[config.mk]
export PLATFORM = sky130hd
export DESIGN_NAME = backlight_timeout_fade_controller
export DESIGN_NICKNAME = d
export VERILOG_FILES = /design/src/sv/bltf_pkg.sv /design/src/sv/bltf_cfg.sv /design/src/sv/bltf_core.sv /design/src/sv/backlight_timeout_fade_controller.sv
export SDC_FILE = /design/constraint.sdc
export NUM_CORES = 1
export LEC_CHECK = 0
export BUFFER_PORTS_ARGS = -buffer_cell sky130_fd_sc_hd__buf_4
export CORE_UTILIZATION = 35
export CTS_BUF_LIST = sky130_fd_sc_hd__clkbuf_2
export CTS_CLUSTER_DIAMETER = 60
export DETAILED_ROUTE_END_ITERATION = 7
export PLACE_DENSITY_LB_ADDON = 0.05
export SLEW_MARGIN = 40
export SYNTH_ARGS = -nofsm -noshare
export SYNTH_HDL_FRONTEND = slang
export SYNTH_HIERARCHICAL = 1
export SYNTH_SLANG_ARGS = --single-unit
[constraint.sdc]
create_clock -name clk -period 9.52 [get_ports clk]
set_input_delay 0.476 -clock clk [delete_from_list [all_inputs] [get_ports clk]]
set_output_delay 0.476 -clock clk [all_outputs]
set_load 0.02 [all_outputs]
[src/sv/bltf_pkg.sv]
// bltf_pkg: shared types and constants of the backlight timeout and fade controller
// no dependencies; imported by bltf_cfg, bltf_core, the top level and the bench
package bltf_pkg;

    // light modes as seen on the light_mode result field
    typedef enum logic [1:0] {
        MODE_ON     = 2'd0,
        MODE_TIMED  = 2'd1,
        MODE_FADING = 2'd2,
        MODE_OFF    = 2'd3
    } mode_t;

    // event codes carried by the command field
    typedef enum logic [3:0] {
        CMD_TICK           = 4'd0,
        CMD_PRESS          = 4'd1,
        CMD_RELEASE        = 4'd2,
        CMD_INTERACTION    = 4'd3,
        CMD_ENABLE         = 4'd4,
        CMD_ENABLE_RESPECT = 4'd5,
        CMD_RESET_USER     = 4'd6,
        CMD_RESET_TIMED    = 4'd7,
        CMD_TOGGLE_ENABLE  = 4'd8,
        CMD_TOGGLE_AMBIENT = 4'd9,
        CMD_ALLOW          = 4'd10
    } cmd_t;

    // register indexes on the configuration port
    localparam logic REG_ON_INTENSITY = 1'b0;
    localparam logic REG_TIMEOUT_MS   = 1'b1;

    // fixed timing and scaling constants
    localparam int FADE_TIME_MS   = 500;
    localparam int FADE_STEPS     = 20;
    localparam int POWER_SAVE_PCT = 25;
    localparam int PCT_DIV        = 100;
    localparam int MAX_BUTTONS    = 4;

    localparam logic [15:0] FADE_RESTART  = 16'(FADE_TIME_MS / FADE_STEPS);
    localparam logic [2:0]  BUTTONS_LIMIT = 3'(MAX_BUTTONS);

    // register reset values and their derived step and half levels
    localparam int ON_INTENSITY_RESET = 16384;
    localparam int TIMEOUT_MS_RESET   = 3000;
    localparam logic [15:0] ON_STEP_RESET = 16'(ON_INTENSITY_RESET / FADE_STEPS);
    localparam logic [15:0] ON_HALF_RESET = 16'(ON_INTENSITY_RESET / 2);

    // x / 20 as (x >> 2) / 5, with / 5 done as * 52429 >> 18 (exact below 2^16)
    localparam logic [15:0] RECIP_FIVE = 16'd52429;

    // configuration seen by the event logic
    typedef struct packed {
        logic [15:0] on_intensity;
        logic [15:0] timeout_ms;
        logic [15:0] on_step;
        logic [15:0] on_half;
    } cfg_t;

    // one result transaction
    typedef struct packed {
        logic [15:0] brightness;
        logic [1:0]  light_mode;
        logic        user_controlled;
        logic        above_half;
        logic        count_error;
    } res_t;

    // controller state
    typedef struct packed {
        mode_t       mode;
        logic [15:0] level;
        logic [15:0] timer_remaining;
        logic        timer_running;
        logic [2:0]  buttons_down;
        logic        forced_by_user;
        logic        light_permitted;
        logic        backlight_on_setting;
        logic        ambient_check_setting;
    } state_t;

endpackage

[src/sv/bltf_cfg.sv]
// bltf_cfg: apb-style register file for on_intensity and timeout_ms
// also keeps the fade step and half level of on_intensity; depends on bltf_pkg
module bltf_cfg
    import bltf_pkg::*;
(
    input  logic        clk,
    input  logic        rst_n,
    input  logic        psel,
    input  logic        penable,
    input  logic        pwrite,
    input  logic [2:0]  paddr,
    input  logic [31:0] pwdata,
    output logic [31:0] prdata,
    output logic        pready,
    output cfg_t        cfg
);

    logic [15:0] on_intensity_reg;
    logic [15:0] timeout_ms_reg;
    logic [15:0] on_step_reg;
    logic [15:0] on_half_reg;
    logic        wr_en;
    logic [13:0] quarter;
    logic [29:0] recip_prod;
    logic [15:0] on_step_next;

    assign pready = 1'b1;
    assign wr_en  = psel && penable && pwrite;

    // fade step of the written intensity, reciprocal multiply for / 20
    assign quarter      = pwdata[15:2];
    assign recip_prod   = quarter * RECIP_FIVE;
    assign on_step_next = {4'd0, recip_prod[29:18]};

    // register writes
    always_ff @(posedge clk or negedge rst_n)
    begin
        if (!rst_n)
        begin
            on_intensity_reg <= 16'(ON_INTENSITY_RESET);
            timeout_ms_reg   <= 16'(TIMEOUT_MS_RESET);
            on_step_reg      <= ON_STEP_RESET;
            on_half_reg      <= ON_HALF_RESET;
        end
        else if (wr_en)
        begin
            if (paddr[2] == REG_ON_INTENSITY)
            begin
                on_intensity_reg <= pwdata[15:0];
                on_step_reg      <= on_step_next;
                on_half_reg      <= {1'b0, pwdata[15:1]};
            end
            else
            begin
                timeout_ms_reg <= pwdata[15:0];
            end
        end
    end

    // register readback
    always_comb
    begin
        if (paddr[2] == REG_ON_INTENSITY)
            prdata = {16'd0, on_intensity_reg};
        else
            prdata = {16'd0, timeout_ms_reg};
    end

    assign cfg.on_intensity = on_intensity_reg;
    assign cfg.timeout_ms   = timeout_ms_reg;
    assign cfg.on_step      = on_step_reg;
    assign cfg.on_half      = on_half_reg;

endmodule

[src/sv/bltf_core.sv]
// bltf_core: controller state and the combinational event update
// depends on bltf_pkg; state advances once per transaction taken by the top level
module bltf_core
    import bltf_pkg::*;
#(
    parameter int BRIGHT_MAX = 16384
)
(
    input  logic       clk,
    input  logic       rst_n,
    input  logic       fire,
    input  logic [3:0] command,
    input  logic       enable,
    input  logic       ambient_is_light,
    input  logic       power_save,
    input  cfg_t       cfg,
    output res_t       res
);

    // power-save intensity and its derived levels
    localparam logic [15:0] LP_INTENSITY = 16'((BRIGHT_MAX * POWER_SAVE_PCT) / PCT_DIV);
    localparam logic [15:0] LP_STEP      = 16'(((BRIGHT_MAX * POWER_SAVE_PCT) / PCT_DIV)
                                               / FADE_STEPS);
    localparam logic [15:0] LP_HALF      = 16'(((BRIGHT_MAX * POWER_SAVE_PCT) / PCT_DIV) / 2);

    state_t      st_reg;
    state_t      st_next;
    logic        err;
    logic [15:0] intensity;
    logic [15:0] step;
    logic [15:0] half;

    // mode entry: sets level and timer for the new mode
    function automatic state_t set_mode(state_t s, mode_t m, logic [15:0] inten,
                                        logic [15:0] stp, logic [15:0] tmo);
        state_t r;
        r      = s;
        r.mode = m;
        case (m)
            MODE_ON:
            begin
                r.level           = inten;
                r.timer_remaining = 16'd0;
                r.timer_running   = 1'b0;
            end
            MODE_TIMED:
            begin
                r.level           = inten;
                r.timer_remaining = tmo;
                r.timer_running   = 1'b1;
            end
            MODE_FADING:
            begin
                if (s.level <= stp)
                begin
                    r.level = 16'd0;
                    r.mode  = MODE_OFF;
                end
                else
                begin
                    r.level           = s.level - stp;
                    r.timer_remaining = FADE_RESTART;
                    r.timer_running   = 1'b1;
                end
            end
            default:
            begin
                r.level           = 16'd0;
                r.timer_remaining = 16'd0;
                r.timer_running   = 1'b0;
            end
        endcase
        return r;
    endfunction

    // permission to light up
    function automatic logic light_ok(state_t s, logic amb);
        logic ok;
        ok = s.light_permitted && s.backlight_on_setting;
        if (s.ambient_check_setting && s.level == 16'd0 && amb)
            ok = 1'b0;
        return ok;
    endfunction

    // active intensity follows power_save of this transaction
    always_comb
    begin
        if (power_save)
        begin
            intensity = LP_INTENSITY;
            step      = LP_STEP;
            half      = LP_HALF;
        end
        else
        begin
            intensity = cfg.on_intensity;
            step      = cfg.on_step;
            half      = cfg.on_half;
        end
    end

    // event update
    always_comb
    begin
        st_next = st_reg;
        err     = 1'b0;
        case (cmd_t'(command))
            CMD_TICK:
            begin
                if (st_next.timer_running)
                begin
                    if (st_next.timer_remaining <= 16'd1)
                    begin
                        st_next.timer_running   = 1'b0;
                        st_next.timer_remaining = 16'd0;
                        st_next = set_mode(st_next, MODE_FADING, intensity, step,
                                           cfg.timeout_ms);
                    end
                    else
                    begin
                        st_next.timer_remaining = st_next.timer_remaining - 16'd1;
                    end
                end
            end
            CMD_PRESS:
            begin
                if (st_next.buttons_down >= BUTTONS_LIMIT)
                begin
                    st_next.buttons_down = 3'd0;
                    err = 1'b1;
                end
                else
                begin
                    st_next.buttons_down = st_next.buttons_down + 3'd1;
                end
                if (light_ok(st_next, ambient_is_light))
                    st_next = set_mode(st_next, MODE_ON, intensity, step, cfg.timeout_ms);
            end
            CMD_RELEASE:
            begin
                if (st_next.buttons_down == 3'd0)
                    err = 1'b1;
                else
                    st_next.buttons_down = st_next.buttons_down - 3'd1;
                if (st_next.buttons_down == 3'd0 && st_next.mode == MODE_ON
                    && !st_next.forced_by_user)
                    st_next = set_mode(st_next, MODE_TIMED, intensity, step, cfg.timeout_ms);
            end
            CMD_INTERACTION:
            begin
                if (st_next.buttons_down == 3'd0 && st_next.mode != MODE_ON
                    && light_ok(st_next, ambient_is_light))
                    st_next = set_mode(st_next, MODE_TIMED, intensity, step, cfg.timeout_ms);
            end
            CMD_ENABLE:
            begin
                st_next.forced_by_user = enable;
                if (enable)
                    st_next = set_mode(st_next, MODE_ON, intensity, step, cfg.timeout_ms);
                else if (st_next.buttons_down == 3'd0)
                    st_next = set_mode(st_next, MODE_OFF, intensity, step, cfg.timeout_ms);
            end
            CMD_ENABLE_RESPECT:
            begin
                st_next.forced_by_user = enable;
                if (enable)
                begin
                    if (light_ok(st_next, ambient_is_light))
                        st_next = set_mode(st_next, MODE_ON, intensity, step,
                                           cfg.timeout_ms);
                end
                else if (st_next.buttons_down == 3'd0)
                begin
                    st_next = set_mode(st_next, MODE_OFF, intensity, step, cfg.timeout_ms);
                end
            end
            CMD_RESET_USER:
            begin
                if (st_next.forced_by_user)
                begin
                    st_next.forced_by_user = 1'b0;
                    if (st_next.buttons_down == 3'd0)
                        st_next = set_mode(st_next, MODE_OFF, intensity, step,
                                           cfg.timeout_ms);
                end
            end
            CMD_RESET_TIMED:
            begin
                if (st_next.forced_by_user)
                begin
                    st_next.forced_by_user = 1'b0;
                    if (light_ok(st_next, ambient_is_light))
                        st_next = set_mode(st_next, MODE_TIMED, intensity, step,
                                           cfg.timeout_ms);
                end
            end
            CMD_TOGGLE_ENABLE:
            begin
                st_next.backlight_on_setting = !st_next.backlight_on_setting;
                if (light_ok(st_next, ambient_is_light))
                    st_next = set_mode(st_next, MODE_TIMED, intensity, step, cfg.timeout_ms);
                else
                    st_next = set_mode(st_next, MODE_OFF, intensity, step, cfg.timeout_ms);
            end
            CMD_TOGGLE_AMBIENT:
            begin
                st_next.ambient_check_setting = !st_next.ambient_check_setting;
                if (light_ok(st_next, ambient_is_light) && !ambient_is_light)
                    st_next = set_mode(st_next, MODE_TIMED, intensity, step, cfg.timeout_ms);
                else
                    st_next = set_mode(st_next, MODE_OFF, intensity, step, cfg.timeout_ms);
            end
            CMD_ALLOW:
            begin
                if (st_next.light_permitted && !enable)
                    st_next = set_mode(st_next, MODE_OFF, intensity, step, cfg.timeout_ms);
                st_next.light_permitted = enable;
            end
            default:
            begin
                st_next = st_reg;
            end
        endcase
    end

    // state register
    always_ff @(posedge clk or negedge rst_n)
    begin
        if (!rst_n)
        begin
            st_reg.mode                  <= MODE_OFF;
            st_reg.level                 <= 16'd0;
            st_reg.timer_remaining       <= 16'd0;
            st_reg.timer_running         <= 1'b0;
            st_reg.buttons_down          <= 3'd0;
            st_reg.forced_by_user        <= 1'b0;
            st_reg.light_permitted       <= 1'b0;
            st_reg.backlight_on_setting  <= 1'b1;
            st_reg.ambient_check_setting <= 1'b0;
        end
        else if (fire)
        begin
            st_reg <= st_next;
        end
    end

    // result of this transaction
    assign res.brightness      = st_next.level;
    assign res.light_mode      = 2'(st_next.mode);
    assign res.user_controlled = st_next.forced_by_user;
    assign res.above_half      = (st_next.level > half);
    assign res.count_error     = err;

`ifndef NO_ASSERTIONS
    a_buttons_bounded: assert property (@(posedge clk) disable iff (!rst_n)
        st_reg.buttons_down <= BUTTONS_LIMIT)
        else $error("button count above limit");

    a_off_is_dark: assert property (@(posedge clk) disable iff (!rst_n)
        st_reg.mode == MODE_OFF |-> st_reg.level == 16'd0)
        else $error("light off with nonzero level");

    a_timer_in_timed_modes: assert property (@(posedge clk) disable iff (!rst_n)
        st_reg.timer_running == (st_reg.mode == MODE_TIMED || st_reg.mode == MODE_FADING))
        else $error("timer state does not match mode");

    a_stopped_timer_cleared: assert property (@(posedge clk) disable iff (!rst_n)
        !st_reg.timer_running |-> st_reg.timer_remaining == 16'd0)
        else $error("stopped timer holds a count");

    a_state_holds_idle: assert property (@(posedge clk) disable iff (!rst_n)
        !fire |=> $stable(st_reg))
        else $error("state changed without a transaction");
`endif

endmodule

[src/sv/backlight_timeout_fade_controller.sv]
// backlight_timeout_fade_controller: top level with event input register and result register
// depends on bltf_pkg, bltf_cfg and bltf_core
//
// usage:
//   events come in on the evt channel (evt_valid / evt_stall) with command, enable,
//   ambient_is_light and power_save; each event gives exactly one result on the res
//   channel (res_valid / res_stall) with brightness, light_mode, user_controlled,
//   above_half and count_error.
//   on_intensity (address 0) and timeout_ms (address 4) are written over the apb-style
//   port, by the user only while no event is in flight (unenforced); pready is always high.
// pipeline and throughput:
//   an event taken is held in the event register; its result is registered in the
//   result register when the event advances, which a stalled result may hold off.
//   one event per cycle sustained while res_stall is low; the state update is
//   combinational logic between the event register and the result register.
// reset:
//   rst_n clears both channels, the mode becomes off with level zero, registers return
//   to 16384 and 3000.
// stalls:
//   while res_stall holds a result, the event register keeps its transaction and
//   evt_stall rises once it is full; nothing is lost or repeated.
module backlight_timeout_fade_controller
    import bltf_pkg::*;
#(
    parameter int BRIGHT_MAX = 16384
)
(
    input  logic        clk,
    input  logic        rst_n,
    // event channel
    input  logic        evt_valid,
    output logic        evt_stall,
    input  logic [3:0]  command,
    input  logic        enable,
    input  logic        ambient_is_light,
    input  logic        power_save,
    // result channel
    output logic        res_valid,
    input  logic        res_stall,
    output logic [15:0] brightness,
    output logic [1:0]  light_mode,
    output logic        user_controlled,
    output logic        above_half,
    output logic        count_error,
    // configuration port
    input  logic        psel,
    input  logic        penable,
    input  logic        pwrite,
    input  logic [2:0]  paddr,
    input  logic [31:0] pwdata,
    output logic [31:0] prdata,
    output logic        pready
);

    logic        evt_valid_reg;
    logic [3:0]  command_reg;
    logic        enable_reg;
    logic        ambient_reg;
    logic        power_save_reg;
    logic        res_valid_reg;
    res_t        res_reg;
    res_t        res_next;
    cfg_t        cfg;
    logic        advance;
    logic        evt_take;

    // event register moves on when the result register is free or being drained
    assign advance   = evt_valid_reg && (!res_valid_reg || !res_stall);
    assign evt_stall = evt_valid_reg && !advance;
    assign evt_take  = evt_valid && !evt_stall;

    // event register valid
    always_ff @(posedge clk or negedge rst_n)
    begin
        if (!rst_n)
            evt_valid_reg <= 1'b0;
        else if (evt_take)
            evt_valid_reg <= 1'b1;
        else if (advance)
            evt_valid_reg <= 1'b0;
    end

    // event register payload
    always_ff @(posedge clk)
    begin
        if (evt_take)
        begin
            command_reg    <= command;
            enable_reg     <= enable;
            ambient_reg    <= ambient_is_light;
            power_save_reg <= power_save;
        end
    end

    // result register valid
    always_ff @(posedge clk or negedge rst_n)
    begin
        if (!rst_n)
            res_valid_reg <= 1'b0;
        else if (advance)
            res_valid_reg <= 1'b1;
        else if (!res_stall)
            res_valid_reg <= 1'b0;
    end

    // result register payload
    always_ff @(posedge clk)
    begin
        if (advance)
            res_reg <= res_next;
    end

    bltf_cfg u_cfg (
        .clk     (clk),
        .rst_n   (rst_n),
        .psel    (psel),
        .penable (penable),
        .pwrite  (pwrite),
        .paddr   (paddr),
        .pwdata  (pwdata),
        .prdata  (prdata),
        .pready  (pready),
        .cfg     (cfg)
    );

    bltf_core #(
        .BRIGHT_MAX (BRIGHT_MAX)
    ) u_core (
        .clk              (clk),
        .rst_n            (rst_n),
        .fire             (advance),
        .command          (command_reg),
        .enable           (enable_reg),
        .ambient_is_light (ambient_reg),
        .power_save       (power_save_reg),
        .cfg              (cfg),
        .res              (res_next)
    );

    assign res_valid       = res_valid_reg;
    assign brightness      = res_reg.brightness;
    assign light_mode      = res_reg.light_mode;
    assign user_controlled = res_reg.user_controlled;
    assign above_half      = res_reg.above_half;
    assign count_error     = res_reg.count_error;

`ifndef NO_ASSERTIONS
    a_no_overwrite: assert property (@(posedge clk) disable iff (!rst_n)
        advance |-> !(res_valid_reg && res_stall))
        else $error("result register overwritten while stalled");

    a_event_kept: assert property (@(posedge clk) disable iff (!rst_n)
        evt_valid_reg && !advance |=> evt_valid_reg && $stable(command_reg))
        else $error("pending event lost");

    a_result_follows_event: assert property (@(posedge clk) disable iff (!rst_n)
        advance |=> res_valid_reg)
        else $error("event advanced without a result");
`endif

endmodule

==> flow_summary_export.csv <==
group,metric,value,unit
outcome,status,"complete, no violations",
power_and_ir_drop,p_leak,5.904,nW
synth,synth.yosys.seq_area_share,26.98,%
clocking,cts_tree,"built",
clocking,cts_sinks,116,
synth,synthArstFlopShare,75.86,%
final_layout,drive_gt1_share,14.85,%
synth,synth-edff-count,28,
floorplanning,pin_count,105,
sta,period_minus_slack,5.557,ns
setup_path,crit_path_end_kind,"flip-flop",
power_and_ir_drop,swShare,48.88,%
setup_path,reg2reg_to,"above_half$_DFFE_PP_",
placement,preCtsSetupSlack,3.723,ns
global_routing,grt_pass1_vias,8972,
sta,setup-tns-final,0,ns
final_layout,final_common_cell,"ha_1",
global_routing,antenna_found_initial,2,
sta,hold_viol,0,
placement,gp_congestion,0.8677,
power_and_ir_drop,intPower,0.001591,W
setup_path,cp_max_fo,5,
route,num_vias,8833,
floorplanning,core,31720,sq um
synth,syn_area_per_cell,9.294,sq um
hold_path,hold_path.class,"input pin to flip-flop",
floorplanning,start_util,35.81,%
setup_path,start_kind,"input pin",
sta,grt_setup_unrepaired,"no",
floorplanning,die-area,33170,sq um
synth,yosys_register_bits,116,
clocking,numCtsBuffers,17,
clocking,clock_path_buffers,2,
job,max_cap_viol_count,0,
sta,max_freq,0.1800,GHz
synth,postSynthCellCount,1222,
synth,yosys_warnings,6,
sta,slew_headroom,41.71,%
final_layout,seqCellArea,3064,sq um
synth,ys.flop_type,"dfrtp_1",
setup_path,r2r.worst_path.cells,18,
floorplanning,die_y,182.1,um
hold_path,hold_end,"u_cfg/on_intensity_reg[9]$_DFFE_PN0P_",
sta,setup_viol,0,
final_layout,multi_input_area,7326,sq um
synth,synth_cell_types,89,
setup_path,crit_chain,"dlygate4sd3_1 > buf_4 > ha_1 > inv_1 > ha_1 > xnor2_1 > inv_1 > fa_1 > inv_1 > fa_1 > inv_1 > fa_1 > inv_1 > fa_1 > inv_1 > ha_1 > o211ai_1 > a21boi_0 > a211oi_1 > o21ai_0 > xnor2_1 > o21ai_0",
global_routing,grt_start_max_net_pins,64,
route,drc,0,
hold_path,whs_path_depth,2,
clocking,ctsRootBufferMaster,"clkbuf_2",
placement,dp_hpwl,25670,um
power_and_ir_drop,p_switching,0.001521,W
setup_path,critPathSlowestCell,"dlygate4sd3_1",
clocking,clk_pin_slew,0.17,ns
synth,syn-cell-area,11360,sq um
global_routing,grt_pass1_wl,51790,um
power_and_ir_drop,clkPwrFrac,11.2,%
route,drtIter0Drc,460,
hold_path,hp-start,"pwdata[9]",
setup_path,crit_type,"input pin to flip-flop",
sta,tightest_slew,0.8711,ns
floorplanning,fp.dieW,182.1,um
global_routing,grtUsageTotal,20.39,%
power_and_ir_drop,powerDensity,252.0,nW/um^2
clocking,htree_num_levels,4,
setup_path,critPathMaxStageDelay,0.55,ns
sta,fin_ws,3.963,ns
final_layout,syn_to_final_growth,8.747,%
floorplanning,row_count,65,
route,routed_wl,32680,um
clocking,clkLatencyLatePin,0.71,ns
setup_path,reg2reg_slack,4.32,ns
setup_path,cp.arrival,6.19,ns
placement,port_buffers,69,
final_layout,largest_reg_flops,42,
route,wl_per_cell,19.50,um
setup_path,critPathMostFrequentCell,"inv_1",
sta,fin_worst_skew,0.02929,ns
setup_path,cp.required,10.15,ns
power_and_ir_drop,power_frac_seq,23.9,%
route,via_per_inst,5.270,
final_layout,final_cell_mix,"ha_1, inv_1, nand2_1",
power_and_ir_drop,finalPower,0.003113,W
route,dr.pass1.iters,5,
final_layout,final.fill_count,3312,
clocking,cts-resized-gates,0,
power_and_ir_drop,pwr-share-comb,64.9,%
final_layout,final_nets,1504,
route,ant_nets,0,
global_routing,globalRouteOverflowTotal,0,
sta,period_share,58.37,%
sta,drv_slew,0,
power_and_ir_drop,vdd_ir_drop_max,0.2543,mV
setup_path,r2r-start,"power_save_reg$_DFFE_PP_",
-- final cells by class --
| type | instances | area share [%] |
|---|---|---|
| Multi-Input combinational cell | 909 | 59.32 |
| Sequential cell | 116 | 24.81 |
| Timing Repair Buffer | 94 | 6.139 |
| Tap cell | 402 | 4.073 |
| Inverter | 122 | 3.718 |
| Clock inverter | 12 | 1.114 |
| Clock buffer | 20 | 0.8105 |
| Antenna cell | 1 | 0.02026 |
-- power by group through the flow --
stage / clock network, W / logic, W / registers, W
floorplan: 0 / 0.00153 / 0.000697
global placement: 0 / 0.00203 / 0.000754
CTS: 0.000364 / 0.00204 / 0.000746
detailed placement: 0 / 0.00202 / 0.000756
finish: 0.000348 / 0.00202 / 0.000744
global route: 0.000381 / 0.00229 / 0.000758
-- worst max-delay path by stage --
stage	startpoint	endpoint	cells after the start
2_1_floorplan	pwdata[14]	u_cfg/on_step_reg[9]$_DFFE_PN1P_	22
3_3_place_gp	power_save_reg$_DFFE_PP_	above_half$_DFFE_PP_	17
3_5_place_dp	pwdata[14]	u_cfg/on_step_reg[4]$_DFFE_PN1P_	22
4_1_cts	pwdata[15]	u_cfg/on_step_reg[4]$_DFFE_PN1P_	22
5_1_grt	pwdata[15]	u_cfg/on_step_reg[4]$_DFFE_PN1P_	22
6_report	pwdata[15]	u_cfg/on_step_reg[8]$_DFFE_PN1P_	22
-- critical path, delay by kind of cell --
kind	cells	cell delay, ns
buf+inv	8	1.10
xor+xnor	2	0.52
fa+ha+maj	7	2.97
compound gates	5	1.09
-- timing repair --
action                    CTS  global route
hold buffers               18             0
buffers inserted            0             0
hold endpoints to repair   47             0
-- cell usage after synthesis (5+ instances only) --
cell type | count | area, sq um
o21ai_0 | 84 | 420.4
nor3_1 | 22 | 110.1
o21a_1 | 12 | 90.09
nand2_1 | 99 | 371.6
o31ai_1 | 5 | 37.54
xnor2_1 | 21 | 183.9
dfrtp_1 | 71 | 1777
dfstp_2 | 17 | 446.7
xor2_1 | 14 | 122.6
nand2b_1 | 10 | 62.56
nand4_1 | 10 | 62.56
and3_1 | 10 | 62.56
a211oi_1 | 10 | 75.07
buf_2 | 8 | 40.04
a21oi_1 | 72 | 360.4
fa_1 | 52 | 1041
and2_1 | 9 | 56.30
a21o_1 | 29 | 217.7
buf_4 | 57 | 427.9
o211ai_1 | 7 | 52.55
edfxtp_1 | 28 | 840.8
ha_1 | 143 | 1789
nand3_1 | 24 | 120.1
a211o_1 | 5 | 43.79
nor4_1 | 5 | 31.28
nor2b_1 | 8 | 50.05
a31oi_1 | 8 | 50.05
mux2_2 | 43 | 484.2
a221oi_1 | 5 | 43.79
clkbuf_1 | 27 | 101.4
inv_1 | 121 | 454.2
a22oi_1 | 13 | 97.59
nor2_1 | 61 | 229.0
a22o_1 | 18 | 157.7
-- metal layers --
| metal | share of wire [%] | up-vias | GRT usage [%] |
|---|---|---|---|
| met4 | 2.0 | 0 | 6.185 |
| li1 | - | 4350 | - |
| met2 | 47 | 166 | 33.07 |
| met3 | 2.6 | 28 | 2.514 |
| met5 | 0 | - | 0 |
| met1 | 48 | 4289 | 28.29 |
-- cell families (layout without fill, tap and decap cells) --
group / after synthesis / after routing / share of synthesized area [%]
AO/OA/AOI/OAI: 324 / 324 / 19.15
XOR/XNOR: 35 / 35 / 2.699
adder cells (fa/ha/maj): 196 / 196 / 25.01
buffers and inverters: 217 / 248 / 9.276
flip-flops: 116 / 116 / 26.98
multiplexers: 44 / 44 / 4.352
other: 2 / 23 / 0.06613
AND/OR/NAND/NOR: 288 / 288 / 12.47
-- stage by stage --
| step | utilization, % | hold slack (ns) | cells | area (sq um) |
|---|---|---|---|---|
| 5_1_grt | 38.94 | 0.008184 | 1676 | 12350 |
| 2_1_floorplan | - | 0.1804 | 1242 | 11430 |
| 3_5_place_dp | 37.61 | 0.4311 | 1625 | 11930 |
| 6_report | 38.94 | 0.07964 | 1676 | 12350 |
| 3_3_place_gp | 37.51 | 0.4332 | 1622 | 11900 |
| 4_1_cts | 38.93 | 0.002896 | 1675 | 12350 |
Note: power is estimated with default switching activity, not from simulation.
